### src/hdl/dwr_pkg.sv
// ----------------------------------------------------------------------------
// dwr_pkg: shared types and constants
// Fixed field widths, codes and the records that travel between the stages
// of the decimated waveform RMS block.
// ----------------------------------------------------------------------------
package dwr_pkg;

  localparam int LEN_W       = 7;
  localparam int MEAN_FRAC   = 8;
  localparam int DIV_STEPS   = 8;
  localparam int RMS_W       = 23;
  localparam int CNT_OUT_W   = 11;
  localparam int OUT_TDATA_W = 40;
  localparam int QUEUE_DEPTH = 4;

  localparam logic [LEN_W-1:0] MAX_LEN   = 7'd64;
  localparam logic [LEN_W-1:0] RESET_LEN = 7'd15;
  localparam logic [RMS_W-1:0] RMS_MAX   = 23'h7FFFFF;

  // Classification of one queued transaction from the front end.
  typedef struct packed {
    logic             has_block;
    logic             last;
    logic             neg;
    logic [LEN_W-1:0] len;
  } dwr_tag_t;

  // Request from the accumulator stage to the end-of-waveform sequencer.
  typedef struct packed {
    logic start;
    logic overflow;
  } dwr_fin_req_t;

  // Result flags, no_blocks in the lowest bit.
  typedef struct packed {
    logic block_overflow;
    logic no_blocks;
  } dwr_flags_t;

endpackage

### src/hdl/dwr_front.sv
// ----------------------------------------------------------------------------
// dwr_front: sample intake and block classification
// Sums samples into the current block, detects block completion and the end
// of the waveform, and pushes one queue entry per sample that marks either.
// ----------------------------------------------------------------------------
module dwr_front #(
  parameter int SAMPLE_BITS = 16
) (
  input  logic                                clk_i,
  input  logic                                rst_ni,
  input  logic                                cfg_we_i,
  input  logic [dwr_pkg::LEN_W-1:0]           cfg_wdata_i,
  input  logic                                in_valid_i,
  input  logic signed [SAMPLE_BITS-1:0]       sample_i,
  input  logic                                last_i,
  output logic                                in_ready_o,
  input  logic                                q_full_i,
  output logic                                push_o,
  output dwr_pkg::dwr_tag_t                   tag_o,
  output logic [SAMPLE_BITS+5:0]              mag_o
);

  localparam int BSW = SAMPLE_BITS + 6;

  logic [dwr_pkg::LEN_W-1:0] block_length_q;
  logic signed [BSW-1:0]     block_sum_q;
  logic [dwr_pkg::LEN_W-1:0] block_pos_q;

  logic [dwr_pkg::LEN_W-1:0] eff_len;
  logic signed [BSW-1:0]     sum_d;
  logic [dwr_pkg::LEN_W-1:0] pos_d;
  logic                      done;
  logic                      accept;

  always_comb begin
    priority if (block_length_q == '0) begin
      eff_len = dwr_pkg::LEN_W'(1);
    end else if (block_length_q > dwr_pkg::MAX_LEN) begin
      eff_len = dwr_pkg::MAX_LEN;
    end else begin
      eff_len = block_length_q;
    end
  end

  assign sum_d      = block_sum_q + BSW'(sample_i);
  assign pos_d      = block_pos_q + 1'b1;
  assign done       = (pos_d >= eff_len);
  assign in_ready_o = !q_full_i;
  assign accept     = in_valid_i && in_ready_o;
  assign push_o     = accept && (done || last_i);

  // The most negative block sum negates to its own bit pattern, which is the
  // correct unsigned magnitude.
  assign mag_o           = sum_d[BSW-1] ? BSW'(-sum_d) : BSW'(sum_d);
  assign tag_o.has_block = done;
  assign tag_o.last      = last_i;
  assign tag_o.neg       = sum_d[BSW-1];
  assign tag_o.len       = eff_len;

  always_ff @(posedge clk_i or negedge rst_ni) begin
    if (!rst_ni) begin
      block_length_q <= dwr_pkg::RESET_LEN;
      block_sum_q    <= '0;
      block_pos_q    <= '0;
    end else begin
      if (cfg_we_i) begin
        block_length_q <= cfg_wdata_i;
      end
      if (accept) begin
        // A trailing partial block is dropped at the end of the waveform.
        if (done || last_i) begin
          block_sum_q <= '0;
          block_pos_q <= '0;
        end else begin
          block_sum_q <= sum_d;
          block_pos_q <= pos_d;
        end
      end
    end
  end

endmodule

### src/hdl/dwr_queue.sv
// ----------------------------------------------------------------------------
// dwr_queue: small register queue
// Decouples the sample front end from the accumulator stage.
// ----------------------------------------------------------------------------
module dwr_queue #(
  parameter int WIDTH = 8,
  parameter int DEPTH = 4
) (
  input  logic             clk_i,
  input  logic             rst_ni,
  input  logic             push_i,
  input  logic [WIDTH-1:0] wdata_i,
  input  logic             pop_i,
  output logic [WIDTH-1:0] rdata_o,
  output logic             full_o,
  output logic             empty_o
);

  localparam int PW = $clog2(DEPTH);
  localparam int CW = $clog2(DEPTH + 1);

  logic [WIDTH-1:0] mem_q [DEPTH];
  logic [PW-1:0]    wr_ptr_q;
  logic [PW-1:0]    rd_ptr_q;
  logic [CW-1:0]    count_q;

  assign rdata_o = mem_q[rd_ptr_q];
  assign full_o  = (count_q == CW'(DEPTH));
  assign empty_o = (count_q == '0);

  always_ff @(posedge clk_i or negedge rst_ni) begin
    if (!rst_ni) begin
      wr_ptr_q <= '0;
      rd_ptr_q <= '0;
      count_q  <= '0;
    end else begin
      if (push_i) begin
        wr_ptr_q <= (wr_ptr_q == PW'(DEPTH - 1)) ? '0 : wr_ptr_q + 1'b1;
      end
      if (pop_i) begin
        rd_ptr_q <= (rd_ptr_q == PW'(DEPTH - 1)) ? '0 : rd_ptr_q + 1'b1;
      end
      unique case ({push_i, pop_i})
        2'b10:   count_q <= count_q + 1'b1;
        2'b01:   count_q <= count_q - 1'b1;
        default: count_q <= count_q;
      endcase
    end
  end

  always_ff @(posedge clk_i) begin
    if (push_i) begin
      mem_q[wr_ptr_q] <= wdata_i;
    end
  end

endmodule

### src/hdl/dwr_back.sv
// ----------------------------------------------------------------------------
// dwr_back: block mean and waveform accumulators
// Divides each block sum by the block length, squares the mean and keeps the
// count, the sum of means and the sum of squares until the waveform ends.
// ----------------------------------------------------------------------------
module dwr_back #(
  parameter int SAMPLE_BITS = 16,
  parameter int MAX_BLOCKS  = 1024
) (
  input  logic                                  clk_i,
  input  logic                                  rst_ni,
  input  logic                                  q_empty_i,
  input  dwr_pkg::dwr_tag_t                     tag_i,
  input  logic [SAMPLE_BITS+5:0]                mag_i,
  output logic                                  pop_o,
  input  logic                                  fin_busy_i,
  output dwr_pkg::dwr_fin_req_t                 fin_req_o,
  output logic [$clog2(MAX_BLOCKS+1)-1:0]       n_o,
  output logic signed [SAMPLE_BITS+7+$clog2(MAX_BLOCKS+1):0] s1_o,
  output logic [2*SAMPLE_BITS+13+$clog2(MAX_BLOCKS+1):0]     s2_o
);

  localparam int MAG_W   = SAMPLE_BITS + 6;
  localparam int XW      = MAG_W + dwr_pkg::MEAN_FRAC;
  localparam int DIV_CYC = (XW + dwr_pkg::DIV_STEPS - 1) / dwr_pkg::DIV_STEPS;
  localparam int XPW     = DIV_CYC * dwr_pkg::DIV_STEPS;
  localparam int QW      = SAMPLE_BITS + 8;
  localparam int NW      = $clog2(MAX_BLOCKS + 1);
  localparam int S1W     = SAMPLE_BITS + 8 + NW;
  localparam int S2W     = 2 * SAMPLE_BITS + 14 + NW;
  localparam int CW      = $clog2(DIV_CYC);
  localparam int LW      = dwr_pkg::LEN_W;

  typedef enum logic [2:0] {
    B_IDLE,
    B_DIV,
    B_SQR,
    B_ACC,
    B_FIN
  } back_state_e;

  back_state_e           state_q;
  dwr_pkg::dwr_tag_t     tag_q;
  logic [XPW-1:0]        dvd_q;
  logic [XPW-1:0]        quo_q;
  logic [LW-1:0]         rem_q;
  logic [CW-1:0]         cnt_q;
  logic [2*QW-1:0]       sq_q;
  logic [NW-1:0]         total_q;
  logic signed [S1W-1:0] s1_q;
  logic [S2W-1:0]        s2_q;
  logic                  ovf_q;

  logic [XPW-1:0]        dvd_d;
  logic [XPW-1:0]        quo_d;
  logic [LW-1:0]         rem_d;
  logic [QW-1:0]         mean_mag;
  logic signed [S1W-1:0] mean_ext;
  logic                  start;

  // Restoring division by the block length, several quotient bits a cycle.
  // The remainder stays below the length, so each step is a narrow compare.
  always_comb begin
    logic [LW:0] t;
    logic        ge;
    dvd_d = dvd_q;
    quo_d = quo_q;
    rem_d = rem_q;
    for (int i = 0; i < dwr_pkg::DIV_STEPS; i++) begin
      t     = {rem_d, dvd_d[XPW-1]};
      dvd_d = {dvd_d[XPW-2:0], 1'b0};
      ge    = (t >= {1'b0, tag_q.len});
      if (ge) begin
        t = t - {1'b0, tag_q.len};
      end
      quo_d = {quo_d[XPW-2:0], ge};
      rem_d = t[LW-1:0];
    end
  end

  assign mean_mag = quo_q[QW-1:0];
  assign mean_ext = $signed(S1W'(mean_mag));
  assign pop_o    = (state_q == B_IDLE) && !q_empty_i;
  assign start    = (state_q == B_FIN) && !fin_busy_i;

  assign fin_req_o.start    = start;
  assign fin_req_o.overflow = ovf_q;
  assign n_o                = total_q;
  assign s1_o               = s1_q;
  assign s2_o               = s2_q;

  always_ff @(posedge clk_i or negedge rst_ni) begin
    if (!rst_ni) begin
      state_q <= B_IDLE;
      total_q <= '0;
      s1_q    <= '0;
      s2_q    <= '0;
      ovf_q   <= 1'b0;
    end else begin
      unique case (state_q)
        B_IDLE: begin
          if (!q_empty_i) begin
            state_q <= tag_i.has_block ? B_DIV : B_FIN;
          end
        end
        B_DIV: begin
          if (cnt_q == '0) begin
            state_q <= B_SQR;
          end
        end
        B_SQR: begin
          state_q <= B_ACC;
        end
        B_ACC: begin
          if (total_q == NW'(MAX_BLOCKS)) begin
            ovf_q <= 1'b1;
          end else begin
            total_q <= total_q + 1'b1;
            s1_q    <= tag_q.neg ? s1_q - mean_ext : s1_q + mean_ext;
            s2_q    <= s2_q + S2W'(sq_q);
          end
          state_q <= tag_q.last ? B_FIN : B_IDLE;
        end
        B_FIN: begin
          // The sequencer takes a snapshot, so the next waveform can start.
          if (start) begin
            total_q <= '0;
            s1_q    <= '0;
            s2_q    <= '0;
            ovf_q   <= 1'b0;
            state_q <= B_IDLE;
          end
        end
        default: state_q <= B_IDLE;
      endcase
    end
  end

  always_ff @(posedge clk_i) begin
    if (pop_o) begin
      tag_q <= tag_i;
      dvd_q <= XPW'({mag_i, {dwr_pkg::MEAN_FRAC{1'b0}}});
      quo_q <= '0;
      rem_q <= '0;
      cnt_q <= CW'(DIV_CYC - 1);
    end else if (state_q == B_DIV) begin
      dvd_q <= dvd_d;
      quo_q <= quo_d;
      rem_q <= rem_d;
      cnt_q <= cnt_q - 1'b1;
    end
    if (state_q == B_SQR) begin
      sq_q <= mean_mag * mean_mag;
    end
  end

endmodule

### src/hdl/dwr_final.sv
// ----------------------------------------------------------------------------
// dwr_final: end-of-waveform sequencer
// Forms N*S2 - S1^2 by shift and add, divides it by N^2 one bit a cycle,
// takes the integer square root two bits a cycle and holds the result.
// ----------------------------------------------------------------------------
module dwr_final #(
  parameter int SAMPLE_BITS = 16,
  parameter int MAX_BLOCKS  = 1024
) (
  input  logic                                  clk_i,
  input  logic                                  rst_ni,
  input  dwr_pkg::dwr_fin_req_t                 req_i,
  input  logic [$clog2(MAX_BLOCKS+1)-1:0]       n_i,
  input  logic signed [SAMPLE_BITS+7+$clog2(MAX_BLOCKS+1):0] s1_i,
  input  logic [2*SAMPLE_BITS+13+$clog2(MAX_BLOCKS+1):0]     s2_i,
  output logic                                  busy_o,
  output logic                                  out_valid_o,
  input  logic                                  out_ready_i,
  output logic [dwr_pkg::RMS_W-1:0]             rms_o,
  output logic [dwr_pkg::CNT_OUT_W-1:0]         blocks_o,
  output dwr_pkg::dwr_flags_t                   flags_o
);

  localparam int NW   = $clog2(MAX_BLOCKS + 1);
  localparam int S1W  = SAMPLE_BITS + 8 + NW;
  localparam int S2W  = 2 * SAMPLE_BITS + 14 + NW;
  localparam int M1W  = S1W - 1;
  localparam int DW   = S2W + NW + 1;
  localparam int DQ   = DW - 1;
  localparam int VW   = 2 * SAMPLE_BITS + 15;
  localparam int SW   = (VW + 1) / 2;
  localparam int EW   = 2 * SW;
  localparam int CNTW = $clog2(DQ);

  typedef enum logic [2:0] {
    F_IDLE,
    F_MULA,
    F_MULB,
    F_CHK,
    F_DIV,
    F_SQRT,
    F_OUT
  } fin_state_e;

  fin_state_e            state_q;
  logic [CNTW-1:0]       cnt_q;
  logic [NW-1:0]         n_q;
  logic                  ovf_q;
  logic [DW-1:0]         mcand_q;
  logic [M1W-1:0]        mplr_q;
  logic [M1W-1:0]        m1_q;
  logic signed [DW-1:0]  acc_q;
  logic [2*NW-1:0]       nsq_q;
  logic [DQ-1:0]         dvd_q;
  logic [2*NW-1:0]       rem_q;
  logic [VW-1:0]         var_q;
  logic [EW-1:0]         v_q;
  logic [EW-1:0]         res_q;
  logic [EW-1:0]         bit_q;
  logic [dwr_pkg::RMS_W-1:0]     rms_q;
  logic [dwr_pkg::CNT_OUT_W-1:0] blocks_q;
  dwr_pkg::dwr_flags_t           flags_q;

  logic signed [S1W-1:0] s1_abs;
  logic [2*NW:0]         dt;
  logic                  dge;
  logic [2*NW:0]         dt_sub;
  logic [VW-1:0]         var_d;
  logic [EW-1:0]         sq_sum;
  logic                  sge;
  logic [EW-1:0]         res_d;

  assign s1_abs = s1_i[S1W-1] ? -s1_i : s1_i;

  assign dt     = {rem_q, dvd_q[DQ-1]};
  assign dge    = (dt >= {1'b0, nsq_q});
  assign dt_sub = dge ? dt - {1'b0, nsq_q} : dt;
  assign var_d  = {var_q[VW-2:0], dge};

  assign sq_sum = res_q + bit_q;
  assign sge    = (v_q >= sq_sum);
  assign res_d  = sge ? (res_q >> 1) + bit_q : (res_q >> 1);

  assign busy_o      = (state_q != F_IDLE);
  assign out_valid_o = (state_q == F_OUT);
  assign rms_o       = rms_q;
  assign blocks_o    = blocks_q;
  assign flags_o     = flags_q;

  always_ff @(posedge clk_i or negedge rst_ni) begin
    if (!rst_ni) begin
      state_q  <= F_IDLE;
      rms_q    <= '0;
      blocks_q <= '0;
      flags_q  <= '0;
    end else begin
      unique case (state_q)
        F_IDLE: begin
          if (req_i.start) begin
            state_q <= F_MULA;
          end
        end
        F_MULA: begin
          if (cnt_q == '0) begin
            state_q <= F_MULB;
          end
        end
        F_MULB: begin
          if (cnt_q == '0) begin
            state_q <= F_CHK;
          end
        end
        F_CHK: begin
          blocks_q                <= dwr_pkg::CNT_OUT_W'(n_q);
          flags_q.no_blocks       <= (n_q == '0);
          flags_q.block_overflow  <= ovf_q;
          // A variance numerator of zero or below gives a zero result.
          if (acc_q <= 0) begin
            rms_q   <= '0;
            state_q <= F_OUT;
          end else begin
            state_q <= F_DIV;
          end
        end
        F_DIV: begin
          if (cnt_q == '0) begin
            state_q <= F_SQRT;
          end
        end
        F_SQRT: begin
          if (cnt_q == '0) begin
            rms_q   <= (res_d > EW'(dwr_pkg::RMS_MAX)) ? dwr_pkg::RMS_MAX
                                                       : res_d[dwr_pkg::RMS_W-1:0];
            state_q <= F_OUT;
          end
        end
        F_OUT: begin
          if (out_ready_i) begin
            state_q <= F_IDLE;
          end
        end
        default: state_q <= F_IDLE;
      endcase
    end
  end

  always_ff @(posedge clk_i) begin
    unique case (state_q)
      F_IDLE: begin
        n_q     <= n_i;
        ovf_q   <= req_i.overflow;
        mcand_q <= DW'(s2_i);
        mplr_q  <= M1W'(n_i);
        m1_q    <= s1_abs[M1W-1:0];
        acc_q   <= '0;
        nsq_q   <= n_i * n_i;
        cnt_q   <= CNTW'(NW - 1);
      end
      F_MULA: begin
        if (mplr_q[0]) begin
          acc_q <= acc_q + $signed(mcand_q);
        end
        if (cnt_q == '0) begin
          mcand_q <= DW'(m1_q);
          mplr_q  <= m1_q;
          cnt_q   <= CNTW'(M1W - 1);
        end else begin
          mcand_q <= {mcand_q[DW-2:0], 1'b0};
          mplr_q  <= mplr_q >> 1;
          cnt_q   <= cnt_q - 1'b1;
        end
      end
      F_MULB: begin
        if (mplr_q[0]) begin
          acc_q <= acc_q - $signed(mcand_q);
        end
        mcand_q <= {mcand_q[DW-2:0], 1'b0};
        mplr_q  <= mplr_q >> 1;
        cnt_q   <= cnt_q - 1'b1;
      end
      F_CHK: begin
        dvd_q <= acc_q[DQ-1:0];
        rem_q <= '0;
        var_q <= '0;
        cnt_q <= CNTW'(DQ - 1);
      end
      F_DIV: begin
        rem_q <= dt_sub[2*NW-1:0];
        dvd_q <= {dvd_q[DQ-2:0], 1'b0};
        var_q <= var_d;
        if (cnt_q == '0) begin
          v_q   <= EW'(var_d);
          res_q <= '0;
          bit_q <= {2'b01, {(EW-2){1'b0}}};
          cnt_q <= CNTW'(SW - 1);
        end else begin
          cnt_q <= cnt_q - 1'b1;
        end
      end
      F_SQRT: begin
        if (sge) begin
          v_q <= v_q - sq_sum;
        end
        res_q <= res_d;
        bit_q <= bit_q >> 2;
        cnt_q <= cnt_q - 1'b1;
      end
      default: begin
        cnt_q <= cnt_q;
      end
    endcase
  end

endmodule

### src/hdl/decimated_waveform_rms.sv
// ----------------------------------------------------------------------------
// decimated_waveform_rms: RMS of boxcar-decimated waveform samples
// Averages samples in blocks of a configured length and reports the RMS of
// the block means about their average, in Q.8, at the end of each waveform.
// ----------------------------------------------------------------------------
//
//  channel   direction  handshake              payload
//  s_axis    in         tvalid/tready          tdata: sample; tlast: last_sample
//  m_axis    out        tvalid/tready          tdata: rms_value, blocks_used;
//                                              tuser: no_blocks, block_overflow
//  cfg       in         cfg_we_i               cfg_wdata_i: block_length
//
// Samples are taken one per cycle while the four-entry queue has room. Each
// completed block passes through the accumulator stage's pop, divide, square
// and accumulate steps (divider at eight quotient bits a cycle), while the
// queue keeps taking samples as long as it has room. The end of a waveform
// runs the sequencer's bit-serial multiply, divide and square root; the next
// waveform's blocks keep accumulating meanwhile. No clearing pass after
// reset. A stalled result holds the sequencer, and then the queue backs up.
//
module decimated_waveform_rms #(
  parameter int MAX_BLOCKS  = 1024,
  parameter int SAMPLE_BITS = 16
) (
  input  logic                              clk_i,
  input  logic                              rst_ni,
  input  logic                              cfg_we_i,
  input  logic [dwr_pkg::LEN_W-1:0]         cfg_wdata_i,
  input  logic                              s_axis_tvalid_i,
  output logic                              s_axis_tready_o,
  // [SAMPLE_BITS-1:0] sample, zero padding above
  input  logic [((SAMPLE_BITS+7)/8)*8-1:0]  s_axis_tdata_i,
  input  logic                              s_axis_tlast_i,
  output logic                              m_axis_tvalid_o,
  input  logic                              m_axis_tready_i,
  // [22:0] rms_value, [33:23] blocks_used, zero padding above
  output logic [dwr_pkg::OUT_TDATA_W-1:0]   m_axis_tdata_o,
  // [0] no_blocks, [1] block_overflow
  output dwr_pkg::dwr_flags_t               m_axis_tuser_o
);

  localparam int MAG_W = SAMPLE_BITS + 6;
  localparam int QDW   = $bits(dwr_pkg::dwr_tag_t) + MAG_W;
  localparam int NW    = $clog2(MAX_BLOCKS + 1);
  localparam int S1W   = SAMPLE_BITS + 8 + NW;
  localparam int S2W   = 2 * SAMPLE_BITS + 14 + NW;
  localparam int PADW  = dwr_pkg::OUT_TDATA_W - dwr_pkg::RMS_W - dwr_pkg::CNT_OUT_W;

  logic signed [SAMPLE_BITS-1:0] sample;
  logic                          push;
  dwr_pkg::dwr_tag_t             push_tag;
  logic [MAG_W-1:0]              push_mag;
  logic [QDW-1:0]                q_rdata;
  logic                          q_full;
  logic                          q_empty;
  logic                          pop;
  dwr_pkg::dwr_tag_t             pop_tag;
  logic [MAG_W-1:0]              pop_mag;
  dwr_pkg::dwr_fin_req_t         fin_req;
  logic                          fin_busy;
  logic [NW-1:0]                 n_tot;
  logic signed [S1W-1:0]         s1;
  logic [S2W-1:0]                s2;
  logic [dwr_pkg::RMS_W-1:0]     rms;
  logic [dwr_pkg::CNT_OUT_W-1:0] blocks;

  assign sample = $signed(s_axis_tdata_i[SAMPLE_BITS-1:0]);
  assign {pop_tag, pop_mag} = q_rdata;

  dwr_front #(
    .SAMPLE_BITS(SAMPLE_BITS)
  ) u_front (
    .clk_i       (clk_i),
    .rst_ni      (rst_ni),
    .cfg_we_i    (cfg_we_i),
    .cfg_wdata_i (cfg_wdata_i),
    .in_valid_i  (s_axis_tvalid_i),
    .sample_i    (sample),
    .last_i      (s_axis_tlast_i),
    .in_ready_o  (s_axis_tready_o),
    .q_full_i    (q_full),
    .push_o      (push),
    .tag_o       (push_tag),
    .mag_o       (push_mag)
  );

  dwr_queue #(
    .WIDTH(QDW),
    .DEPTH(dwr_pkg::QUEUE_DEPTH)
  ) u_queue (
    .clk_i   (clk_i),
    .rst_ni  (rst_ni),
    .push_i  (push),
    .wdata_i ({push_tag, push_mag}),
    .pop_i   (pop),
    .rdata_o (q_rdata),
    .full_o  (q_full),
    .empty_o (q_empty)
  );

  dwr_back #(
    .SAMPLE_BITS(SAMPLE_BITS),
    .MAX_BLOCKS (MAX_BLOCKS)
  ) u_back (
    .clk_i      (clk_i),
    .rst_ni     (rst_ni),
    .q_empty_i  (q_empty),
    .tag_i      (pop_tag),
    .mag_i      (pop_mag),
    .pop_o      (pop),
    .fin_busy_i (fin_busy),
    .fin_req_o  (fin_req),
    .n_o        (n_tot),
    .s1_o       (s1),
    .s2_o       (s2)
  );

  dwr_final #(
    .SAMPLE_BITS(SAMPLE_BITS),
    .MAX_BLOCKS (MAX_BLOCKS)
  ) u_final (
    .clk_i       (clk_i),
    .rst_ni      (rst_ni),
    .req_i       (fin_req),
    .n_i         (n_tot),
    .s1_i        (s1),
    .s2_i        (s2),
    .busy_o      (fin_busy),
    .out_valid_o (m_axis_tvalid_o),
    .out_ready_i (m_axis_tready_i),
    .rms_o       (rms),
    .blocks_o    (blocks),
    .flags_o     (m_axis_tuser_o)
  );

  assign m_axis_tdata_o = {{PADW{1'b0}}, blocks, rms};

endmodule

### config.mk
export PLATFORM = sky130hd
export DESIGN_NAME = decimated_waveform_rms
export DESIGN_NICKNAME = d
export VERILOG_FILES = /design/src/hdl/dwr_pkg.sv /design/src/hdl/dwr_front.sv /design/src/hdl/dwr_queue.sv /design/src/hdl/dwr_back.sv /design/src/hdl/dwr_final.sv /design/src/hdl/decimated_waveform_rms.sv
export SDC_FILE = /design/constraint.sdc
export NUM_CORES = 2
export LEC_CHECK = 0
export BUFFER_PORTS_ARGS = -buffer_cell sky130_fd_sc_hd__buf_2
export CORE_MARGIN = 1
export CORE_UTILIZATION = 40
export DETAILED_ROUTE_END_ITERATION = 10
export PLACE_DENSITY = 0.66
export SLEW_MARGIN = 20
export SYNTH_ARGS = -nofsm -noshare
export SYNTH_HDL_FRONTEND = slang
export SYNTH_SLANG_ARGS = --single-unit
### constraint.sdc
create_clock -name clk_i -period 29.5 [get_ports clk_i]
set_clock_uncertainty 0.15 [all_clocks]
set_input_delay 4.425 -clock clk_i [delete_from_list [all_inputs] [get_ports clk_i]]
set_output_delay 4.425 -clock clk_i [all_outputs]
set_load 0.03 [all_outputs]
==> results.py <==
metrics = {
    "status": {
        "status": "complete, but fails checks",
        "violations": "design-rule violations",
    },
    "synthesis": {
        "syn-cell-area_um2": 75800,
        "synth_ff_type": "edfxtp_1",
        "yosysSeqAreaShare_pct": 35.2,
        "synth-warning-count": 0,
        "ys_ff_latch": 931,
        "synth_top_cell_area_share_pct": 28.0,
        "synth_top_area_cell": "edfxtp_1",
        "synth_most_common_cell": "nand2_1",
        "syn_inst": 7593,
        "synth_edf_count": 707,
        "synth_common_cells": "nand2_1, inv_1, edfxtp_1",
        "syn_area_per_cell_um2": 9.98,
        "synthArstFlopShare_pct": 20.3,
        "ys_types": 103,
        "synthTopCellsByArea": "edfxtp_1, fa_1, ha_1",
    },
    "routing": {
        "vias": 54800,
        "drtPass1Iterations": 11,
        "first_iter_violations": 3644,
        "ant_nets": 0,
        "drt-vias-per-instance": 5.41,
        "wl_per_cell_um": 17.5,
        "drc_errors": 4,
        "wirelength_um": 178000,
    },
    "worst_hold_path": {
        "min-delay-start": "u_final.dvd_q[27]",
        "hold_path_end": "u_final.dvd_q[28]",
        "hold_class": "flop to flop",
        "holdPathStages": 2,
    },
    "global_routing": {
        "grt-ovfl-total": 0,
        "gr-usage-met3_pct": 2.07,
        "met1_usage_pct": 25.6,
        "grt_first_pass_wirelength_um": 292000,
        "grtUsageTotal_pct": 18.6,
        "met2_usage_pct": 30.9,
        "grt_max_degree": 93,
        "grt_pass1_vias": 55200,
        "antenna_found_initial": 0,
        "busiest_layer": "met2",
    },
    "clock_network": {
        "cts_made_buffers": 109,
        "cts_resized": 0,
        "cts_max_path_buffers": 3,
        "clk_latency_ns": 0.81,
        "cts_setup_buffers": 0,
        "cts_tree": "built",
        "clk_pin_slew_ns": 0.06,
        "htreeDepth": 3,
        "cts.sinks": 931,
        "root_buffer": "clkbuf_16",
        "cts_hold_buf": 0,
    },
    "sta": {
        "fin_setup_tns_ns": 0,
        "final.min_clock_period_ns": 18.63,
        "rsz0062_at_grt": "false",
        "drv_slew": 0,
        "layout_setup_ws_ns": 10.87,
        "timing.slew.headroom_pct": 33.8,
        "finalCritPeriodShare_pct": 63.1,
        "finalSetupViolCount": 0,
        "hold_viol": 0,
        "max_slew.worst_pin.slew_ns": 0.992,
        "fmax_ghz": 0.0537,
    },
    "critical_path": {
        "worst_setup_path_end_kind": "flop",
        "arrival_ns": 19.14,
        "required_ns": 30.01,
        "r2r_setup_slack_ns": 10.87,
        "r2r_cells": 71,
        "criticalPathCategory": "flop to flop",
        "rr_startpoint": "u_back.tag_q[0]",
        "r2r-end": "u_back.rem_q[1]",
        "slowest_delay_ns": 0.74,
        "path_max_fanout": 12,
        "crit_top_cell": "o21ai_0",
        "crit_path_top_delay_cell": "edfxtp_1",
        "start_kind": "flop",
    },
    "finish": {
        "nets": 8678,
        "drive_above_1_share_pct": 6.57,
        "fillers": 17700,
        "final_core_utilization_pct": 43.9,
        "synthToLayoutAreaGrowth_pct": 8.97,
    },
    "placed_design": {
        "portBuffers": 66,
        "gp_congestion": 0.899,
        "pre_cts_ws_ns": 11.03,
        "dp_hpwl_um": 131000,
    },
    "die": {
        "dieWidth_um": 437,
        "ios": 73,
        "fp-row-count": 159,
        "die_area_um2": 191000,
        "die-height_um": 437,
        "start_util_pct": 40.3,
        "core_area_um2": 188000,
    },
    "job": {
        "maxCapViolations": 0,
    },
}
-- worst max path at each step --
stage                         start         endpoint  slack, ns  cells past startpoint
floorplan           u_back.tag_q[1]  u_back.rem_q[1]      13.78                     72
global placement    u_back.tag_q[1]  u_back.rem_q[1]      10.92                     71
detailed placement  u_back.tag_q[1]  u_back.rem_q[1]      11.03                     71
CTS                 u_back.tag_q[1]  u_back.rem_q[1]      10.93                     71
global route        u_back.tag_q[1]  u_back.rem_q[1]       9.27                     70
finish              u_back.tag_q[0]  u_back.rem_q[1]      10.87                     71
-- placed cells by master, fill, tap and decap left out, types with 109 or more instances in the layout --
| cell | Yosys | layout |
|---|---|---|
| a21o_1 | 185 | 184 |
| a21oi_1 | 377 | 375 |
| and2_1 | 231 | 230 |
| clkbuf_16 | 0 | 109 |
| dfrtp_1 | 185 | 183 |
| edfxtp_1 | 707 | 707 |
| fa_1 | 498 | 498 |
| ha_1 | 599 | 599 |
| inv_1 | 738 | 738 |
| nand2_1 | 786 | 783 |
| nand3_1 | 150 | 149 |
| nor2_1 | 497 | 490 |
| o21ai_0 | 387 | 386 |
| xnor2_1 | 297 | 297 |
| xor2_1 | 248 | 248 |
-- metal layers --
| layer | wire length [µm] | vias to the layer above | part of all wire, % |
|---|---|---|---|
| met5 | 0 | - | 0 |
| met4 | 4010 | 0 | 2.3 |
| met3 | 8080 | 220 | 4.5 |
| met2 | 83200 | 1239 | 47 |
| met1 | 82700 | 26900 | 46 |
| li1 | - | 26500 | - |
-- registers in the layout, summed over array words and instances (netlist names), 23 cells and up --
register         flops
u_back.sq_q         47
u_final.m1_q        34
u_final.mplr_q      34
u_final.mcand_q     69
u_back.dvd_q        24
u_queue.mem_q      128
u_final.v_q         48
u_final.res_q       48
u_final.bit_q       24
u_back.s2_o         57
u_back.quo_q        24
u_final.var_q       46
u_back.s1_o         35
u_final.dvd_q       68
u_final.rms_o       23
u_final.acc_q       69
-- final cells by class --
| type | count | area [µm²] | area share (%) |
|---|---|---|---|
| Timing Repair Buffer | 140 | 908 | 1.10 |
| Multi-Input combinational cell | 5624 | 45400 | 54.9 |
| Clock inverter | 82 | 915 | 1.11 |
| Tap cell | 2495 | 3120 | 3.78 |
| Sequential cell | 931 | 26700 | 32.3 |
| Inverter | 746 | 2800 | 3.39 |
| Antenna cell | 1 | 2.50 | 0.00303 |
| Clock buffer | 123 | 2810 | 3.40 |
-- worst max-delay path: cells and delay by family, from the launching register on --
family / cells / cell delay, ns
buf+inv: 3 / 0.40
compound gates: 41 / 9.95
flops: 1 / 0.74
simple gates: 10 / 1.31
mux: 8 / 2.99
fa+ha+maj: 9 / 2.94
-- logic make-up after synthesis --
kind of cell	count (synthesis)	share of synthesized area, %
flops	931	35.2
mux	120	2.19
simple gates	2259	14.2
fa+ha+maj	1097	23.0
compound gates	1597	13.8
other cells	1	0.00495
buf+inv	1043	5.22
xor+xnor	545	6.30
-- stage by stage --
stage / hold WS [ns] / area (µm²) / instances
2_1_floorplan: 0.268 / 75800 / 7598
3_3_place_gp: 0.289 / 78800 / 9935
3_5_place_dp: 0.326 / 78800 / 9935
4_1_cts: 0.315 / 82600 / 10100
5_1_grt: 0.332 / 82600 / 10100
6_report: 0.323 / 82600 / 10100
Power is not shown: default switching activity piles up to over one toggle a cycle in this logic, so the estimate is an artifact.
